--- src/rtl/sbba_pkg.sv ---
// ----------------------------------------------------------------------------
// sbba_pkg
// Shared types and constants of the scaled bitmap blitter front end.
// ----------------------------------------------------------------------------
`default_nettype none

package sbba_pkg;

  localparam int unsigned FB_WIDTH   = 1024;
  localparam int unsigned FB_HEIGHT  = 768;

  localparam int unsigned CMD_W      = 2;
  localparam int unsigned WORD_W     = 32;
  localparam int unsigned DST_W      = 12;
  localparam int unsigned SRC_W      = 13;
  localparam int unsigned SPAN_W     = 12;
  localparam int unsigned EDGE_W     = 13;
  localparam int unsigned CFG_IDX_W  = 3;
  localparam int unsigned CFG_DATA_W = 13;

  // scaled offset: (2*span*pos + dspan) / (2*dspan)
  localparam int unsigned PROD_W     = SPAN_W + SRC_W;   // span * pos
  localparam int unsigned NUM_W      = PROD_W + 1;       // doubled plus dspan
  localparam int unsigned DEN_W      = SPAN_W + 1;       // 2 * dspan
  localparam int unsigned DIV_STEPS  = NUM_W;
  localparam int unsigned DIV_CNT_W  = $clog2(DIV_STEPS + 1);

  localparam int unsigned ALPHA_LSB  = 24;
  localparam logic [7:0]  ALPHA_THRESH = 8'd128;

  localparam int unsigned QDEPTH     = 2;
  localparam int unsigned QPTR_W     = $clog2(QDEPTH);
  localparam int unsigned QCNT_W     = $clog2(QDEPTH + 1);

  typedef enum logic [CMD_W-1:0] {
    CMD_START = 2'd0,
    CMD_NEXT  = 2'd1,
    CMD_COLOR = 2'd2
  } cmd_t;

  typedef enum logic [CFG_IDX_W-1:0] {
    REG_DEST_LEFT   = 3'd0,
    REG_DEST_TOP    = 3'd1,
    REG_DEST_SPAN_X = 3'd2,
    REG_DEST_SPAN_Y = 3'd3,
    REG_SRC_LEFT    = 3'd4,
    REG_SRC_TOP     = 3'd5,
    REG_SRC_SPAN_X  = 3'd6,
    REG_SRC_SPAN_Y  = 3'd7
  } cfg_reg_t;

  typedef enum logic [1:0] {
    ST_IDLE,
    ST_MUL,
    ST_DIV,
    ST_EMIT
  } back_state_t;

  typedef struct packed {
    logic [EDGE_W-1:0] dest_left;
    logic [EDGE_W-1:0] dest_top;
    logic [SPAN_W-1:0] dest_span_x;
    logic [SPAN_W-1:0] dest_span_y;
    logic [SPAN_W-1:0] src_left;
    logic [SPAN_W-1:0] src_top;
    logic [SPAN_W-1:0] src_span_x;
    logic [SPAN_W-1:0] src_span_y;
  } cfg_t;

  // head of the command queue as seen by the back end
  typedef struct packed {
    logic              valid;
    cmd_t              cmd;
    logic [WORD_W-1:0] word;
  } q_head_t;

  typedef struct packed {
    logic [DST_W-1:0]  out_dst_x;
    logic [DST_W-1:0]  out_dst_y;
    logic [SRC_W-1:0]  out_src_x;
    logic [SRC_W-1:0]  out_src_y;
    logic              write_enable;
    logic [WORD_W-1:0] out_word;
    logic              last_pixel;
    logic              none_left;
  } res_t;

endpackage

`default_nettype wire

--- src/rtl/sbba_channels.sv ---
// ----------------------------------------------------------------------------
// sbba channels
// Valid/ready channel interfaces for command items and result items.
// ----------------------------------------------------------------------------
`default_nettype none


interface sbba_out_if;
  logic                            valid;
  logic                            ready;
  logic [sbba_pkg::DST_W-1:0]      out_dst_x;
  logic [sbba_pkg::DST_W-1:0]      out_dst_y;
  logic [sbba_pkg::SRC_W-1:0]      out_src_x;
  logic [sbba_pkg::SRC_W-1:0]      out_src_y;
  logic                            write_enable;
  logic [sbba_pkg::WORD_W-1:0]     out_word;
  logic                            last_pixel;
  logic                            none_left;

  modport source (output valid, output out_dst_x, output out_dst_y, output out_src_x,
                  output out_src_y, output write_enable, output out_word,
                  output last_pixel, output none_left, input ready);
  modport sink   (input valid, input out_dst_x, input out_dst_y, input out_src_x,
                  input out_src_y, input write_enable, input out_word,
                  input last_pixel, input none_left, output ready);
endinterface

`default_nettype wire

--- src/rtl/sbba_div.sv ---
// ----------------------------------------------------------------------------
// sbba_div
// Restoring divider, one quotient bit per cycle, for the source scaling.
// ----------------------------------------------------------------------------
`default_nettype none

module sbba_div (
  input  wire                         clk,
  input  wire                         rst_n,
  input  wire                         go_i,
  input  wire [sbba_pkg::NUM_W-1:0]   num_i,
  input  wire [sbba_pkg::DEN_W-1:0]   den_i,
  output logic                        busy_o,
  output logic [sbba_pkg::NUM_W-1:0]  quo_o
);
  import sbba_pkg::*;

  logic [NUM_W-1:0]     nq_r, nq_nxt;     // numerator bits shift out, quotient bits in
  logic [DEN_W-1:0]     rem_r, rem_nxt;
  logic [DEN_W-1:0]     den_r;
  logic [DIV_CNT_W-1:0] cnt_r, cnt_nxt;
  logic [DEN_W:0]       shifted;
  logic                 ge;

  assign shifted = {rem_r, nq_r[NUM_W-1]};
  assign ge      = (shifted >= {1'b0, den_r});

  always_comb begin
    nq_nxt  = nq_r;
    rem_nxt = rem_r;
    cnt_nxt = cnt_r;
    if (go_i) begin
      nq_nxt  = num_i;
      rem_nxt = '0;
      cnt_nxt = DIV_CNT_W'(DIV_STEPS);
    end else if (cnt_r != '0) begin
      nq_nxt  = {nq_r[NUM_W-2:0], ge};
      rem_nxt = ge ? DEN_W'(shifted - {1'b0, den_r}) : shifted[DEN_W-1:0];
      cnt_nxt = cnt_r - 1'b1;
    end
  end

  always_ff @(posedge clk) begin
    if (!rst_n) begin
      cnt_r <= '0;
    end else begin
      cnt_r <= cnt_nxt;
    end
  end

  always_ff @(posedge clk) begin
    nq_r  <= nq_nxt;
    rem_r <= rem_nxt;
    if (go_i) begin
      den_r <= den_i;
    end
  end

  assign busy_o = (cnt_r != '0);
  assign quo_o  = nq_r;

endmodule

`default_nettype wire

--- src/rtl/sbba_back.sv ---
// ----------------------------------------------------------------------------
// sbba_back
// Executes queued commands: clipping, scan stepping, scaling and alpha test,
// and holds the result register toward the output channel.
// ----------------------------------------------------------------------------
`default_nettype none

module sbba_back (
  input  wire                  clk,
  input  wire                  rst_n,
  input  sbba_pkg::cfg_t       cfg_i,
  input  sbba_pkg::q_head_t    head_i,
  output logic                 pop_o,
  sbba_out_if.source           out_ch
);
  import sbba_pkg::*;

  typedef struct packed {
    logic              empty;
    logic [DST_W-1:0]  min;
    logic [SRC_W-1:0]  len;
    logic [SRC_W-1:0]  skip;
  } axis_clip_t;

  function automatic axis_clip_t clip_axis(input logic [EDGE_W-1:0] edge_v,
                                           input logic [SPAN_W-1:0] span,
                                           input logic [14:0]       limit);
    axis_clip_t  r;
    logic signed [14:0] lo;
    logic signed [14:0] hi;
    logic signed [14:0] len;
    lo = $signed({{2{edge_v[EDGE_W-1]}}, edge_v});
    hi = lo + $signed({3'b000, span});
    r.skip = '0;
    if (lo < 0) begin
      r.skip = SRC_W'(-lo);
      lo     = '0;
    end
    if (hi > $signed(limit)) begin
      hi = $signed(limit);
    end
    len     = hi - lo;
    r.empty = (len <= 0);
    r.min   = lo[DST_W-1:0];
    r.len   = len[SRC_W-1:0];
    return r;
  endfunction

  back_state_t       state_r, state_nxt;
  logic [DST_W-1:0]  clip_min_x_r, clip_min_x_nxt;
  logic [DST_W-1:0]  clip_min_y_r, clip_min_y_nxt;
  logic [SRC_W-1:0]  clip_width_r, clip_width_nxt;
  logic [SRC_W-1:0]  clip_height_r, clip_height_nxt;
  logic [SRC_W-1:0]  skip_x_r, skip_x_nxt;
  logic [SRC_W-1:0]  skip_y_r, skip_y_nxt;
  logic [SRC_W-1:0]  scan_col_r, scan_col_nxt;
  logic [SRC_W-1:0]  scan_row_r, scan_row_nxt;
  logic [DST_W-1:0]  held_dst_x_r, held_dst_x_nxt;
  logic [DST_W-1:0]  held_dst_y_r, held_dst_y_nxt;
  logic              scanning_r, scanning_nxt;
  logic [SRC_W-1:0]  pos_x_r, pos_x_nxt;
  logic [SRC_W-1:0]  pos_y_r, pos_y_nxt;
  logic              out_valid_r, out_valid_nxt;
  res_t              out_res_r, out_res_nxt;

  axis_clip_t        cx, cy;
  logic [PROD_W-1:0] prod_x, prod_y;
  logic [NUM_W-1:0]  num_x, num_y;
  logic [NUM_W-1:0]  quo_x, quo_y;
  logic              busy_x, busy_y;
  logic              div_go;
  logic [SRC_W-1:0]  q_x, q_y;
  logic [SRC_W-1:0]  col_inc, row_inc;
  logic              out_free;
  logic              commit;
  res_t              res;

  assign cx = clip_axis(cfg_i.dest_left, cfg_i.dest_span_x, 15'(FB_WIDTH));
  assign cy = clip_axis(cfg_i.dest_top,  cfg_i.dest_span_y, 15'(FB_HEIGHT));

  // numerators for round-half-up of span*pos/dspan
  assign prod_x = PROD_W'(cfg_i.src_span_x) * PROD_W'(pos_x_r);
  assign prod_y = PROD_W'(cfg_i.src_span_y) * PROD_W'(pos_y_r);
  assign num_x  = {prod_x, 1'b0} + NUM_W'(cfg_i.dest_span_x);
  assign num_y  = {prod_y, 1'b0} + NUM_W'(cfg_i.dest_span_y);

  sbba_div u_div_x (
    .clk    (clk),
    .rst_n  (rst_n),
    .go_i   (div_go),
    .num_i  (num_x),
    .den_i  ({cfg_i.dest_span_x, 1'b0}),
    .busy_o (busy_x),
    .quo_o  (quo_x)
  );

  sbba_div u_div_y (
    .clk    (clk),
    .rst_n  (rst_n),
    .go_i   (div_go),
    .num_i  (num_y),
    .den_i  ({cfg_i.dest_span_y, 1'b0}),
    .busy_o (busy_y),
    .quo_o  (quo_y)
  );

  // zero divisor gives a zero offset
  assign q_x     = (cfg_i.dest_span_x == '0) ? '0 : quo_x[SRC_W-1:0];
  assign q_y     = (cfg_i.dest_span_y == '0) ? '0 : quo_y[SRC_W-1:0];
  assign col_inc = scan_col_r + 1'b1;
  assign row_inc = scan_row_r + 1'b1;
  assign out_free = !out_valid_r || out_ch.ready;

  always_comb begin
    state_nxt       = state_r;
    clip_min_x_nxt  = clip_min_x_r;
    clip_min_y_nxt  = clip_min_y_r;
    clip_width_nxt  = clip_width_r;
    clip_height_nxt = clip_height_r;
    skip_x_nxt      = skip_x_r;
    skip_y_nxt      = skip_y_r;
    scan_col_nxt    = scan_col_r;
    scan_row_nxt    = scan_row_r;
    held_dst_x_nxt  = held_dst_x_r;
    held_dst_y_nxt  = held_dst_y_r;
    scanning_nxt    = scanning_r;
    pos_x_nxt       = pos_x_r;
    pos_y_nxt       = pos_y_r;
    pop_o           = 1'b0;
    div_go          = 1'b0;
    commit          = 1'b0;
    res             = '0;

    case (state_r)
      ST_IDLE: begin
        if (head_i.valid && out_free) begin
          pop_o = 1'b1;
          case (head_i.cmd)
            CMD_START: begin
              clip_min_x_nxt  = cx.min;
              clip_min_y_nxt  = cy.min;
              skip_x_nxt      = cx.skip;
              skip_y_nxt      = cy.skip;
              clip_width_nxt  = (cx.empty || cy.empty) ? '0 : cx.len;
              clip_height_nxt = (cx.empty || cy.empty) ? '0 : cy.len;
              scan_col_nxt    = '0;
              scan_row_nxt    = '0;
              scanning_nxt    = !(cx.empty || cy.empty);
              res.none_left   = cx.empty || cy.empty;
              commit          = 1'b1;
            end
            CMD_NEXT: begin
              if (scanning_r) begin
                pos_x_nxt = scan_col_r + skip_x_r;
                pos_y_nxt = scan_row_r + skip_y_r;
                state_nxt = ST_MUL;
              end else begin
                res.none_left = 1'b1;
                commit        = 1'b1;
              end
            end
            CMD_COLOR: begin
              res.out_dst_x    = held_dst_x_r;
              res.out_dst_y    = held_dst_y_r;
              res.write_enable = (head_i.word[ALPHA_LSB +: 8] > ALPHA_THRESH);
              res.out_word     = head_i.word;
              res.none_left    = !scanning_r;
              commit           = 1'b1;
            end
            default: begin
            end
          endcase
        end
      end
      ST_MUL: begin
        div_go    = 1'b1;
        state_nxt = ST_DIV;
      end
      ST_DIV: begin
        if (!busy_x && !busy_y) begin
          state_nxt = ST_EMIT;
        end
      end
      ST_EMIT: begin
        if (out_free) begin
          held_dst_x_nxt = clip_min_x_r + scan_col_r[DST_W-1:0];
          held_dst_y_nxt = clip_min_y_r + scan_row_r[DST_W-1:0];
          res.out_dst_x  = held_dst_x_nxt;
          res.out_dst_y  = held_dst_y_nxt;
          res.out_src_x  = SRC_W'(cfg_i.src_left) + q_x;
          res.out_src_y  = SRC_W'(cfg_i.src_top) + q_y;
          scan_col_nxt   = col_inc;
          if (col_inc >= clip_width_r) begin
            scan_col_nxt = '0;
            scan_row_nxt = row_inc;
            if (row_inc >= clip_height_r) begin
              scanning_nxt   = 1'b0;
              res.last_pixel = 1'b1;
            end
          end
          commit    = 1'b1;
          state_nxt = ST_IDLE;
        end
      end
      default: begin
        state_nxt = ST_IDLE;
      end
    endcase

    out_valid_nxt = out_valid_r;
    out_res_nxt   = out_res_r;
    if (commit) begin
      out_valid_nxt = 1'b1;
      out_res_nxt   = res;
    end else if (out_ch.ready) begin
      out_valid_nxt = 1'b0;
    end
  end

  always_ff @(posedge clk) begin
    if (!rst_n) begin
      state_r       <= ST_IDLE;
      clip_min_x_r  <= '0;
      clip_min_y_r  <= '0;
      clip_width_r  <= '0;
      clip_height_r <= '0;
      skip_x_r      <= '0;
      skip_y_r      <= '0;
      scan_col_r    <= '0;
      scan_row_r    <= '0;
      held_dst_x_r  <= '0;
      held_dst_y_r  <= '0;
      scanning_r    <= 1'b0;
      out_valid_r   <= 1'b0;
    end else begin
      state_r       <= state_nxt;
      clip_min_x_r  <= clip_min_x_nxt;
      clip_min_y_r  <= clip_min_y_nxt;
      clip_width_r  <= clip_width_nxt;
      clip_height_r <= clip_height_nxt;
      skip_x_r      <= skip_x_nxt;
      skip_y_r      <= skip_y_nxt;
      scan_col_r    <= scan_col_nxt;
      scan_row_r    <= scan_row_nxt;
      held_dst_x_r  <= held_dst_x_nxt;
      held_dst_y_r  <= held_dst_y_nxt;
      scanning_r    <= scanning_nxt;
      out_valid_r   <= out_valid_nxt;
    end
  end

  always_ff @(posedge clk) begin
    pos_x_r   <= pos_x_nxt;
    pos_y_r   <= pos_y_nxt;
    out_res_r <= out_res_nxt;
  end

  assign out_ch.valid        = out_valid_r;
  assign out_ch.out_dst_x    = out_res_r.out_dst_x;
  assign out_ch.out_dst_y    = out_res_r.out_dst_y;
  assign out_ch.out_src_x    = out_res_r.out_src_x;
  assign out_ch.out_src_y    = out_res_r.out_src_y;
  assign out_ch.write_enable = out_res_r.write_enable;
  assign out_ch.out_word     = out_res_r.out_word;
  assign out_ch.last_pixel   = out_res_r.last_pixel;
  assign out_ch.none_left    = out_res_r.none_left;

  // scan position stays inside the clipped rectangle while scanning
  a_scan_in_rect: assert property (@(posedge clk) disable iff (!rst_n)
    scanning_r |-> (scan_col_r < clip_width_r) && (scan_row_r < clip_height_r))
    else $error("scan position outside clipped rectangle");

  // both dividers start together right after the multiply cycle
  a_div_started: assert property (@(posedge clk) disable iff (!rst_n)
    (state_r == ST_MUL) |=> (state_r == ST_DIV) && busy_x && busy_y)
    else $error("dividers not running after multiply");

  // a next item only reaches the divider path during an active scan
  a_emit_scanning: assert property (@(posedge clk) disable iff (!rst_n)
    (state_r == ST_EMIT) |-> scanning_r)
    else $error("pixel emitted with no active scan");

endmodule

`default_nettype wire
--- src/flat_wrapper.sv ---
// flat-port wrapper written by rule: the top's interface ports become plain ports
module sbba_back_flat import sbba_pkg::*;
  (clk, rst_n, cfg_i, head_i, pop_o, out_ch_valid, out_ch_out_dst_x, out_ch_out_dst_y, out_ch_out_src_x, out_ch_out_src_y, out_ch_write_enable, out_ch_out_word, out_ch_last_pixel, out_ch_none_left, out_ch_ready);
  sbba_out_if out_ch_i ();
  input  wire clk;
  input  wire rst_n;
  input  sbba_pkg::cfg_t cfg_i;
  input  sbba_pkg::q_head_t head_i;
  output logic pop_o;
  output wire logic [$bits(out_ch_i.valid)-1:0] out_ch_valid;
  output wire logic [$bits(out_ch_i.out_dst_x)-1:0] out_ch_out_dst_x;
  output wire logic [$bits(out_ch_i.out_dst_y)-1:0] out_ch_out_dst_y;
  output wire logic [$bits(out_ch_i.out_src_x)-1:0] out_ch_out_src_x;
  output wire logic [$bits(out_ch_i.out_src_y)-1:0] out_ch_out_src_y;
  output wire logic [$bits(out_ch_i.write_enable)-1:0] out_ch_write_enable;
  output wire logic [$bits(out_ch_i.out_word)-1:0] out_ch_out_word;
  output wire logic [$bits(out_ch_i.last_pixel)-1:0] out_ch_last_pixel;
  output wire logic [$bits(out_ch_i.none_left)-1:0] out_ch_none_left;
  input wire logic [$bits(out_ch_i.ready)-1:0] out_ch_ready;
  assign out_ch_valid = out_ch_i.valid;
  assign out_ch_out_dst_x = out_ch_i.out_dst_x;
  assign out_ch_out_dst_y = out_ch_i.out_dst_y;
  assign out_ch_out_src_x = out_ch_i.out_src_x;
  assign out_ch_out_src_y = out_ch_i.out_src_y;
  assign out_ch_write_enable = out_ch_i.write_enable;
  assign out_ch_out_word = out_ch_i.out_word;
  assign out_ch_last_pixel = out_ch_i.last_pixel;
  assign out_ch_none_left = out_ch_i.none_left;
  assign out_ch_i.ready = out_ch_ready;
  sbba_back u_core (.clk(clk), .rst_n(rst_n), .cfg_i(cfg_i), .head_i(head_i), .pop_o(pop_o), .out_ch(out_ch_i));
endmodule
--- config.mk ---
export PLATFORM = sky130hd
export DESIGN_NAME = sbba_back_flat
export DESIGN_NICKNAME = d
export VERILOG_FILES = /design/src/rtl/sbba_pkg.sv /design/src/rtl/sbba_channels.sv /design/src/rtl/sbba_div.sv /design/src/rtl/sbba_back.sv /design/src/flat_wrapper.sv
export SDC_FILE = /design/constraint.sdc
export NUM_CORES = 2
export LEC_CHECK = 0
export BUFFER_PORTS_ARGS = -buffer_cell sky130_fd_sc_hd__buf_2
export CAP_MARGIN = 20
export CORE_MARGIN = 1.5
export CORE_UTILIZATION = 55
export CTS_CLUSTER_SIZE = 20
export DETAILED_ROUTE_END_ITERATION = 8
export PLACE_DENSITY = 0.71
export SYNTH_ARGS = -nofsm -noshare
export SYNTH_HDL_FRONTEND = slang
export SYNTH_HIERARCHICAL = 1
export SYNTH_SLANG_ARGS = --single-unit
--- constraint.sdc ---
create_clock -name clk -period 18.7 [get_ports clk]
set_input_delay 0.935 -clock clk [delete_from_list [all_inputs] [get_ports clk]]
set_output_delay 0.935 -clock clk [all_outputs]
set_load 0.01 [all_outputs]
=== Word-level counts from Yosys, hierarchy flattened ===
Index checks and enable logic that the tools add are counted.

* Register bits: 353
* Logic and storage cells: 167

* Add/sub/neg operators: 20
* Multipliers: 2
* Order comparisons: 11
* Equal/unequal tests: 13
* Muxes and demuxes: 56
* Bitwise logic cells: 1
* Reductions and logical operators: 31

{| class="wikitable"
|+ Operators by type and width
! kind !! count
|-
| $mux W13 || 14
|-
| $mux W26 || 4
|-
| $mux W15 || 4
|-
| $add A26 B12 Y26 || 2
|-
| $pmux W13 S2 || 2
|-
| $mul A12 B13 Y25 || 2
|-
| $mux W50 || 1
|-
| $mux W24 || 2
|-
| $pmux W24 S2 || 1
|-
| $le A15 B1 Y1 const B || 2
|-
| $sub A15 B15 Y15 || 2
|-
| $add A13 B13 Y14 || 2
|-
| $ge A14 B13 Y1 || 2
|-
| $add A12 B13 Y13 || 2
|-
| $add A13 B1 Y13 const B || 2
|-
| $add A13 B13 Y13 || 2
|-
| $ge A13 B13 Y1 || 2
|-
| $lt A13 B1 Y1 const B || 2
|-
| $neg A13 Y13 || 2
|-
| $sub A13 B13 Y13 || 2
|-
| $add A12 B12 Y12 || 2
|-
| $logic_not A12 Y1 || 2
|-
| $mux W5 || 4
|-
| $gt A15 B11 Y1 const B || 1
|-
| 25 further kinds || 71
|}

=== Longest topological paths before layout ===
* Depth in word-level cells: 10
* Gate-level depth with buffers: 26
* Mapped depth without buffers: 25

=== Hierarchy ===
Netlist, hierarchy kept.

{| class="wikitable"
|+ By module, submodules not included
! module !! instances !! cells an instance !! area each (µm²) !! sequential area each (µm²)
|-
| sbba_back || 1 || 3215 || 27500.1 || 5935.7
|-
| sbba_div at u_core.u_div_x || 1 || 275 || 3116.7 || 1531.5
|-
| sbba_div at u_core.u_div_y || 1 || 254 || 3005.4 || 1531.5
|}

=== Worst setup path after synthesis ===
OpenSTA, ideal clock, no wires.

* Path type: input port to flip-flop
* Start point: input cfg_i[9] in the netlist's numbering
* End point: register u_core.u_div_y.nq_r[25] (netlist: u_core/u_div_y/quo_o[25]), data pin
* Setup time: 0.260 ns
* Arrival time: 6.707 ns
* Required time: 18.440 ns
* Path slack: 11.733 ns
* Stages: 23
* Path buffers: 2
* Cell sequence: clkbuf_1 -> nand2_1 -> fa_1 -> inv_1 -> fa_1 -> inv_1 -> fa_1 -> inv_1 -> fa_1 -> inv_1 -> fa_1 -> inv_1 -> ha_1 -> buf_2 -> nand3_1 -> or4_1 -> o221ai_1 -> a21oi_1 -> o311a_1 -> nor2_1 -> nor4b_4 -> xnor3_1 -> mux2_2

* Longest elaborated chain between the ends: 3

{| class="wikitable"
|+ Ends and longest elaborated chain
! what !! RTL line !! RTL
|-
| from (decl) || flat_wrapper.sv:7 || <nowiki>input sbba_pkg::cfg_t cfg_i;</nowiki>
|-
| $mul A12 B13 Y25 || sbba_back.sv:83 || <nowiki>assign prod_y = PROD_W'(cfg_i.src_span_y) * PROD_W'(pos_y_r);</nowiki>
|-
| $add A26 B12 Y26 || sbba_back.sv:85 || <nowiki>assign num_y = {prod_y, 1'b0} + NUM_W'(cfg_i.dest_span_y);</nowiki>
|-
| named net u_core.num_y[25] || sbba_back.sv:68 || <nowiki>logic [NUM_W-1:0] num_x, num_y;</nowiki>
|-
| $mux W26 || sbba_div.sv:32 || <nowiki>if (go_i) begin</nowiki>
|-
| named net u_core.u_div_y.nq_nxt[25] || sbba_div.sv:18 || <nowiki>logic [NUM_W-1:0] nq_r, nq_nxt;</nowiki>
|-
| to (signal assigned) || sbba_div.sv:52 || <nowiki>nq_r <= nq_nxt;</nowiki>
|-
| to (decl) || sbba_div.sv:18 ||
|}

The timed path passes the listed nets, and every way through them passes these cells.
A chain may end at the register's enable or synchronous reset.

=== Final worst setup path ===
* Start point: register u_core.pos_y_r[6]
* End point: register u_core.u_div_y.nq_r[25] (netlist: u_core/u_div_y/quo_o[25]), data pin

* Longest elaborated chain between the ends: 3

{| class="wikitable"
|+ Ends and longest elaborated chain
! what !! RTL line !! RTL
|-
| from (decl) || sbba_back.sv:62 || <nowiki>logic [SRC_W-1:0] pos_y_r, pos_y_nxt;</nowiki>
|-
| from (signal assigned) || sbba_back.sv:254 || <nowiki>pos_y_r <= pos_y_nxt;</nowiki>
|-
| $mul A12 B13 Y25 || sbba_back.sv:83 ||
|-
| $add A26 B12 Y26 || sbba_back.sv:85 ||
|-
| named net u_core.num_y[25] || sbba_back.sv:68 ||
|-
| $mux W26 || sbba_div.sv:32 ||
|-
| named net u_core.u_div_y.nq_nxt[25] || sbba_div.sv:18 ||
|}

The timed path passes the listed nets, and every way through them passes these cells.

==> impl_metrics.toml <==
[sta]
fin_hold_ws_ns = 0.4452
hold_viol = 0
fin_crit_ns = 6.928
fin_tns_setup_ns = 0
slew_viol_final = 0
max_clock_freq_mhz = 144.3
period_share_pct = 37.05
setup_viol = 0
setup_ws_ns = 11.77
worst_slew_pin_slew_ns = 1.039
slew_headroom_pct = 30.47
rsz0062_at_grt = "no"
skew_ns = 0.04918

[cells_and_area]
area_delta_synth_final_pct = 9.538
drive_above_1_share_pct = 10.73
largest_reg_flops = 32
final_util_pct = 61.02
fin_cells = 4708
n_fill_cell = 5280
nNetsFinal = 4587

[grt]
gr-total-overflow = 0
grt_usage_pct = 26.51
grt_max_degree = 88
grt_pass1_wl_um = 134700
antenna_found_initial = 8
grt_pass1_vias = 25850

[critical_path]
critPathLaunchType = "flip-flop"
reg2reg_slack_ns = 11.77
crit_fanout = 12
cp.required_ns = 19.04
cp.arrival_ns = 7.27
end_kind = "flip-flop"
crit_type = "flip-flop to flip-flop"

[route]
routed_wl_um = 82910
via_per_inst = 5.677
wire_per_inst_um = 17.61
dr.pass1.iters = 6
remaining_drc_errors = 0
vias = 26730
drt_iter0_drc = 1585
ant_nets = 0

[floorplanning]
core_area_um2 = 60360
top_level_ports = 223
start_util_pct = 55.70
die_w_um = 250.2
rows = 90
dieArea_um2 = 62620
die_y_um = 250.2

[clock_tree]
clk_latency_ns = 0.59
cts_buffers = 42
clkTransAtPathRegs_ns = 0.06
cts_resized = 0
hold_buffers = 0
cts_buffer_depth = 3
cts_tree = "built"
root_buffer = "clkbuf_16"
clkSinkCount = 355
htreeDepth = 2
cts_setup_buffers = 0

[power]
p_per_area_nw_per_um2 = 111.0
ir_drop_mv = 0.08079
p_leak_nw = 16.67

[synth]
synth_edf_count = 189
synth_fa_ha_area_share_pct = 26.14
synth_top_family_by_area = "adder cells"
syn_area_per_cell_um2 = 8.980
synth_mux_area_share_pct = 2.248
synth_warnings = 6
synth-seq-area-share_pct = 26.76
synth_area_um2 = 33620
synth_cells = 3744
synth_seq_cells = 355
synthArstFlopShare_pct = 0
synth_compound_area_share_pct = 13.66
synth_cell_types = 105
synth_ff_type = "edfxtp_1"
yosys.area_share.simple_pct = 18.48
synthXorXnorAreaFrac_pct = 5.902

[hold_path]
hold_class = "flip-flop to flip-flop"

[place]
portBuffers = 222
place_congestion = 0.8955
dp_cells = 4626
pre_cts_ws_ns = 11.49
dpl.hpwl_um = 63840

[outcome]
status = "complete, no violations"

[job]
maxCapViolations = 0
[metrics by stage]
step	cell area [µm²]	power, W
floorplan	33630	0.002716
global placement	35270	0.003124
detailed placement	35290	0.003164
CTS	36790	0.004080
global route	36830	0.004390
finish	36830	0.004089
[layout make-up]
cell class,instances,area [µm²],share of cell area (%)
inverter,449,1685,4.576
sequential,355,8999,24.43
clock inverter,28,397.9,1.080
timing repair buffer,238,1271,3.452
tap,782,978.4,2.657
clock buffer,50,1102,2.993
antenna,3,7.507,0.02038
multi-input combinational,2803,22390,60.79
[power breakdown]
group / switching [W] / total [W] / leakage (nW) / internal, W
clock network: 0.000355 / 0.000894 / 0.731 / 0.000539
logic: 0.00123 / 0.00212 / 12.7 / 0.000891
registers: 0.0000677 / 0.00107 / 3.20 / 0.00100
[path summary, 6_finish.rpt]
check | startpoint | endpoint | cells past startpoint
max | u_core/pos_y_r[6]$_DFFE_PP_ | u_core/u_div_y/quo_o[25]$_DFFE_PP_ | 21
min | u_core/clip_height_r[2]$_SDFFE_PN0P_ | u_core/clip_height_r[2]$_SDFFE_PN0P_ | 2
max reg2reg | u_core/pos_y_r[6]$_DFFE_PP_ | u_core/u_div_y/quo_o[25]$_DFFE_PP_ | 21
min reg2reg | u_core/clip_height_r[2]$_SDFFE_PN0P_ | u_core/clip_height_r[2]$_SDFFE_PN0P_ | 2
[Yosys cell counts (111+ instances only)]
cell	instances	area share (%)
edfxtp_1	189	17
dfxtp_1	166	9.9
a21oi_1	197	2.9
and2_1	174	3.2
xnor2_1	152	4.0
o21ai_0	112	1.7
inv_1	446	5.0
nand2_1	401	4.5
nor2_1	269	3.0
fa_1	234	14
clkbuf_1	111	1.2
ha_1	328	12
[cells by family after synthesis]
group | after synthesis
other | 1
AO/OA/AOI/OAI | 682
buffers and inverters | 587
adder cells (fa/ha/maj) | 562
multiplexers | 69
XOR/XNOR | 225
AND/OR/NAND/NOR | 1263
flip-flops | 355
[layer usage]
| layer | GRT usage [%] | up-vias | wire (µm) |
|---|---|---|---|
| met2 | 42.44 | 699 | 37450 |
| met3 | 4.562 | 115 | 5135 |
| met4 | 5.437 | 10 | 1506 |
| met5 | 0 | - | 53 |
| met1 | 37.76 | 12870 | 38770 |
| li1 | - | 13040 | - |
[placed cells by master (no fill, tap or decap), types with 18 or more instances in the layout]
cell	n
o21a_1	43
ha_1	327
nand2_1	399
o21bai_1	18
a211oi_1	41
nor2_1	265
or3_1	33
mux2_2	52
nor2b_1	41
inv_1	446
o21ai_0	112
and3_1	26
buf_2	222
clkbuf_16	43
nor3_1	71
a21oi_1	197
dfxtp_1	166
and2_1	174
xnor2_1	152
fa_1	234
o21ai_1	27
xor2_1	72
nor4_1	25
nand3_1	71
edfxtp_1	189
a21o_1	51
nand2b_1	51
[critical path: stages, from the launching register on]
cell,delay [ns]
edfxtp_1,0.76
nand2_1,0.17
fa_1,0.56
inv_1,0.06
fa_1,0.52
inv_1,0.05
fa_1,0.53
inv_1,0.06
fa_1,0.55
inv_1,0.07
fa_1,0.53
inv_1,0.05
ha_1,0.41
nand3_1,0.16
or4_1,0.48
o221ai_1,0.24
a21oi_1,0.15
o311a_1,0.39
nor2_1,0.12
nor4b_4,0.21
xnor3_1,0.33
mux2_2,0.27
(Power assumes the default switching activity.)
